==> config.mk <==
export PLATFORM = sky130hd
export DESIGN_NAME = tgms_mac
export DESIGN_NICKNAME = d
export VERILOG_FILES = /design/src/sv/tgms_pkg.sv /design/src/sv/tgms_mac.sv
export SDC_FILE = /design/constraint.sdc
export NUM_CORES = 2
export LEC_CHECK = 0
export BUFFER_PORTS_ARGS = -buffer_cell sky130_fd_sc_hd__buf_2
export CAP_MARGIN = 20
export CORE_MARGIN = 5
export CORE_UTILIZATION = 59
export CTS_CLUSTER_SIZE = 12
export DETAILED_ROUTE_END_ITERATION = 8
export PLACE_DENSITY = 0.85
export SYNTH_ARGS = -nofsm -noshare
export SYNTH_HDL_FRONTEND = slang
export SYNTH_SLANG_ARGS = --single-unit
==> constraint.sdc <==
create_clock -name clk_i -period 4.8 [get_ports clk_i]
set_input_delay 0.48 -clock clk_i [delete_from_list [all_inputs] [get_ports clk_i]]
set_output_delay 0.48 -clock clk_i [all_outputs]
set_load 0.005 [all_outputs]
==> src/sv/tgms_pkg.sv <==
// ----------------------------------------------------------------------------
// tgms_pkg
// shared types, codes and saturation helper for the triangular gram solver
// ----------------------------------------------------------------------------
`default_nettype none

package tgms_pkg;

  localparam int unsigned MAX_DIM_DEF = 16;
  localparam logic [4:0]  SIZE_RST    = 5'd16;

  // input word kinds
  localparam logic [1:0] KIND_WR_A    = 2'd0;
  localparam logic [1:0] KIND_WR_B    = 2'd1;
  localparam logic [1:0] KIND_COMPUTE = 2'd2;
  localparam logic [1:0] KIND_RD_C    = 2'd3;

  localparam logic signed [31:0] SAT_MAX = 32'sh7FFF_FFFF;
  localparam logic signed [31:0] SAT_MIN = 32'sh8000_0000;

  typedef struct packed {
    logic [1:0]         kind;
    logic [3:0]         row;
    logic [3:0]         col;
    logic signed [31:0] value;
  } in_word_t;

  typedef struct packed {
    logic signed [31:0] element;
    logic [3:0]         out_row;
    logic [3:0]         out_col;
  } out_word_t;

  // which product a mac step forms
  typedef enum logic [1:0] {
    OP_F = 2'd0,
    OP_D = 2'd1,
    OP_E = 2'd2
  } op_e;

  typedef struct packed {
    logic valid;
    logic first;
    logic last;
    op_e  op;
  } tag_t;

  function automatic logic signed [31:0] sat32(input logic signed [48:0] v);
    if (v > 49'(SAT_MAX)) return SAT_MAX;
    if (v < 49'(SAT_MIN)) return SAT_MIN;
    return v[31:0];
  endfunction

endpackage

`default_nettype wire

==> src/sv/tgms_mac.sv <==
// ----------------------------------------------------------------------------
// tgms_mac
// q16.16 multiply stage and saturating accumulate stage
// ----------------------------------------------------------------------------
`default_nettype none

module tgms_mac (
  input  wire                      clk_i,
  input  wire                      rst_ni,
  input  wire logic signed [31:0]  x_i,
  input  wire logic signed [31:0]  y_i,
  input  wire tgms_pkg::tag_t      tag_i,
  output logic signed [31:0]       acc_o,
  output tgms_pkg::tag_t           tag_o
);

  logic signed [63:0] full;
  logic signed [47:0] prod_d, prod_q;
  logic signed [31:0] acc_d, acc_q;
  tgms_pkg::tag_t     tag2_q, tag3_q;

  assign full   = x_i * y_i;
  // arithmetic shift right by 16
  assign prod_d = full[63:16];

  always_comb begin
    if (tag2_q.first) begin
      acc_d = tgms_pkg::sat32(49'(prod_q));
    end else begin
      acc_d = tgms_pkg::sat32(49'(acc_q) + 49'(prod_q));
    end
  end

  always_ff @(posedge clk_i or negedge rst_ni) begin
    if (!rst_ni) begin
      tag2_q <= '0;
      tag3_q <= '0;
    end else begin
      tag2_q <= tag_i;
      tag3_q <= tag2_q;
    end
  end

  always_ff @(posedge clk_i) begin
    prod_q <= prod_d;
    if (tag2_q.valid) begin
      acc_q <= acc_d;
    end
  end

  assign acc_o = acc_q;
  assign tag_o = tag3_q;

endmodule

`default_nettype wire

After elaboration in Yosys (flattened, before gate mapping)
Cells that the tools add are included.
Word-level totals
  bits in registers: 90
  logic and storage cells: 35
Cells by class
  add/sub/neg operators: 1
  $mul: 1
  order comparisons: 4
  multiplexer cells: 19
Operator list (number)
  $mux W32: 9
  $mul A32 B32 Y64: 1
  $add A32 B48 Y49: 1
  $gt A49 B32 Y1 const B: 1
  $lt A49 B32 Y1 const B: 1
  $gt A48 B32 Y1 const B: 1
  $lt A48 B32 Y1 const B: 1
  $mux W1: 10

Longest topological paths before layout
  depth in word-level cells: 9
  mapped depth: 30

Worst setup path before layout
OpenSTA, ideal clock, no wires.
  kind: input to register
  start: input x_i[31]
  end: register prod_q[47]
  arrival time: 8227 ps
  setup slack: -3499 ps
  stages: 29
  buffers on the path: 1
  cell sequence: clkbuf_1 -> nand2_1 -> inv_1 -> fa_1 -> inv_1 -> fa_1 -> inv_1 -> fa_1 -> fa_1 -> inv_1 -> fa_1 -> inv_1 -> fa_1 -> inv_1 -> fa_1 -> fa_1 -> inv_1 -> ha_1 -> a21o_1 -> a21o_1 -> a21o_1 -> a21oi_1 -> o21bai_1 -> a21o_1 -> a21oi_1 -> or3b_2 -> a31o_2 -> a21oi_1 -> xnor2_1
On the way
  word-level cells in the longest chain between the ends: 1
RTL lines
  from (decl): line tgms_mac.sv:10  | input wire logic signed [31:0] x_i,
  $mul A32 B32 Y64: line tgms_mac.sv:22  | assign full = x_i * y_i;
  named net full[63]: line tgms_mac.sv:17  | logic signed [63:0] full;
  to (signal assigned): line tgms_mac.sv:45  | prod_q <= prod_d;
  to (decl): line tgms_mac.sv:18  | logic signed [47:0] prod_d, prod_q;
The timed path passes the listed nets, and every way through them passes these cells.
A chain may end at the register's enable or synchronous reset.

Worst setup path in the final report
  start: input y_i[7]
  end: register prod_q[47]
On the way
  word-level cells in the longest chain between the ends: 1
RTL lines
  from (decl): line tgms_mac.sv:11  | input wire logic signed [31:0] y_i,
  $mul A32 B32 Y64: line tgms_mac.sv:22
  named net full[63]: line tgms_mac.sv:17
The timed path passes the listed nets, and every way through them passes these cells.

==> impl_metrics.csv <==
group,metric,value,unit
place,dpl.hpwl,99900,um
cells_and_area,nNetsFinal,6203,
cells_and_area,post-route-cell-area,48900,um2
sta,finClkSkew,0.0216,ns
logic_synthesis,synth-seq-cells,90,
cells_and_area,area_growth,18.2,%
logic_synthesis,synth_flop_cell,"dfxtp_1",
logic_synthesis,synth_xor_xnor_area_share,0.0208,
sta,fin_crit,7.60,ns
clocking,clk_pin_slew_worst_paths,0.07,ns
critical_path,worstSetupStartpointType,"input pin",
drt,vias,35248,
job,maxCapViolations,0,
sta,finalHoldViolations,0,
drt,drt_pre_antenna_iters,9,
place,io_buffers,107,
floorplanning,core_area,69800,um2
global_route,grt_max_degree,34,
global_route,grt_overflow,0,
global_route,grt_usage,0.349,
clocking,cts_buffers,9,
logic_synthesis,avgSynthCellArea,9.28,um2
floorplanning,io_pins,108,
drt,viasPerCell,6.11,
logic_synthesis,yosys_warnings,0,
run_status,status,"complete, but fails checks",
critical_path,cp_common_cell,"fa_1",
drt,wl,138000,um
sta,relSlewSlack,0.307,
critical_path,required,5.09,ns
drt,dr.first_iter.drc_count,4640,
logic_synthesis,yosys.cell_types.count,68,
place,place_area,46300,um2
clocking,root_buffer,"clkbuf_16",
logic_synthesis,synth_area,41300,um2
critical_path,critical_path.slowest_cell,"fa_2",
global_route,grt_pass1_wl,205000,um
worst_hold_path,hold_class,"in2reg",
sta,rsz0062_at_grt,"yes",
logic_synthesis,ys_seq_area_frac,0.0525,
logic_synthesis,yosys.area_share.simple,0.158,
clocking,cts_max_path_buffers,2,
sta,drv_slew,0,
drt,detail-route-antenna-nets,0,
critical_path,max_stage_delay,0.72,ns
sta,tightest_slew,1.04,ns
floorplanning,die_w,275,um
sta,timing.final.crit_share,1.58,
global_route,antenna_found_initial,5,
logic_synthesis,synth_top_family_by_area,"adder cells",
sta,fmax,132,MHz
logic_synthesis,synth_nets,5835,
place,place_congestion,0.953,
global_route,grt_pass1_vias,38910,
logic_synthesis,synth_compound_area_frac,0.0592,
clocking,cts.sinks,90,
sta,finalSetupViolations,48,
critical_path,worstSetupEndpointType,"register",
logic_synthesis,synth_fa_ha_area_frac,0.593,
critical_path,worst-path-max-fanout,8,
critical_path,path_class,"in2reg",
drt,wl_per_cell,23.9,um
critical_path,arrival,7.89,ns
floorplanning,die_h,275,um
floorplanning,core.rowCount,97,
clocking,insertion_delay,0.37,ns
clocking,cts_max_level,3,
floorplanning,start_util,0.592,
logic_synthesis,synth_cells,4454,
logic_synthesis,ys_async_sr_fraction,0.111,
logic_synthesis,synth.mux.area_fraction,0.000484,
drt,drc,0,
logic_synthesis,synth_edf_count,32,
run_status,violations,"negative setup slack",
sta,fin_ws,-2.80,ns
clocking,cts_tree,"built",
floorplanning,die_area,75500,um2
cells_and_area,drive_gt1_frac,0.185,
==> kinds of logic (layout without fill, tap and decap cells) <==
family,Yosys count,in the layout
buffers and inverters,1266,1639
AOI/OAI and AO/OA,386,386
adders and majority gates,1310,1310
muxes,2,2
and+or+nand+nor,1302,1302
DFF,90,90
other,0,5
xor gates and xnor gates,98,98
==> path summary, 6_finish.rpt <==
kind	to	start	slack (ns)	depth (start not counted)
worst max-delay path	prod_q[47]$_DFF_P_	y_i[7]	-2.80	28
worst min-delay path	tag2_q[1]$_DFF_PN0_	tag_i[1]	0.22	1
worst max register to register	acc_o[3]$_DFFE_PP_	acc_o[0]$_DFFE_PP_	0.11	14
worst min register to register	tag_o[0]$_DFF_PN0_	tag2_q[0]$_DFF_PN0_	0.36	0
max in group asynchronous	tag2_q[4]$_DFF_PN0_	rst_ni	4.11	2
min in group asynchronous	tag_o[2]$_DFF_PN0_	rst_ni	0.51	2
==> timing repair <==
action                                  in CTS  in global routing
hold buffers                                 1                  0
pin swaps                                  151                 74
gates resized for setup                    311                 94
endpoints found under the hold margin       10                  0
buffers inserted                            55                 24
endpoints found under the setup margin      48                 48
gates cloned                                 8                  2
==> registers in the layout, indices dropped and copies added (netlist names) <==
register  cells
tag2_q        5
prod_q       48
tag_o         5
acc_o        32
==> worst max-delay path: cells and delay by family <==
| kind | cells | cell delay (ns) |
|---|---|---|
| simple gates | 4 | 0.88 |
| fa+ha+maj | 9 | 4.36 |
| compound gates | 6 | 1.14 |
| buf+inv | 8 | 0.87 |
| xor+xnor | 1 | 0.13 |
==> synthesized netlist by cell type, drive strengths merged (4+ instances only) <==
library cell  instances  area share
a211oi               10      0.0019
nand4                30      0.0045
or3                   4     0.00061
a21oi               135       0.017
a31oi                18      0.0029
nor4                 11      0.0022
o22ai                30      0.0045
a21o                 51      0.0093
ha                  228       0.069
xor2                 31      0.0066
o31ai                 6      0.0011
a31o                  5      0.0011
and2                492       0.074
inv                1038       0.094
nor3                 14      0.0017
nor2                 76      0.0069
nand3                20      0.0024
o21a                 16      0.0029
o211ai                5     0.00091
clkbuf              218       0.020
nand2               570       0.052
edfxtp               32       0.023
o21ai                58      0.0070
fa                 1082        0.52
and3                 15      0.0023
nand2b               43      0.0065
a2111oi               5      0.0011
buf                   9      0.0017
o21bai               18      0.0033
xnor2                67       0.014
dfxtp                48       0.023
dfrtp                10      0.0061
nor2b                12      0.0018
==> per-stage QoR <==
stage | cells | setup slack (ns) | TNS (ns) | util | hold slack (ns)
after floorplan | 4454 | -3.07 | -87.02 | - | 0.184
after global placement | 5679 | -3.17 | -121.26 | 0.663 | 0.332
after detailed placement | 5679 | -3.35 | -129.06 | 0.663 | 0.345
after CTS | 5751 | -2.55 | -99.10 | 0.694 | 0.206
after global routing | 5769 | -2.93 | -119.90 | 0.700 | 0.209
final | 5772 | -2.80 | -114.28 | 0.700 | 0.224
==> area by class of cell <==
class                      count  area, um2
antenna                        5       12.5
multi-input combinational   3098      35700
fill                        4268      20900
clock inverter                 7       81.3
tap                          940       1180
sequential                    90       2170
clock buffer                   9        225
inverter                    1039       3910
timing repair buffer         584       5580
==> routing by layer <==
metal  track usage  share of wire  vias up
met4         0.226          0.093        2
met2         0.577           0.46     3071
li1              -              -    13871
met1         0.409           0.32    17204
met5             0       0.000058        -
met3        0.0851           0.12     1100
==> placed cells by master, fill, tap and decap left out, types with 30 or more instances in the layout <==
cell type  count
buf_6         76
fa_2          62
o22ai_1       30
a21oi_1      109
dfxtp_1       48
nand2b_1      42
fa_1        1020
a21o_1        50
inv_1        999
buf_12        62
and2_1       456
edfxtp_1      32
and2_4        36
xnor2_1       61
o21ai_0       43
buf_2         56
ha_4          33
nand4_1       30
nand2_1      547
buf_4        370
inv_2         37
ha_1         193
nor2_1        68
Power is left out: the tool's default activity adds up to more than one toggle a clock period on the data nets, which glitch-free logic cannot reach.
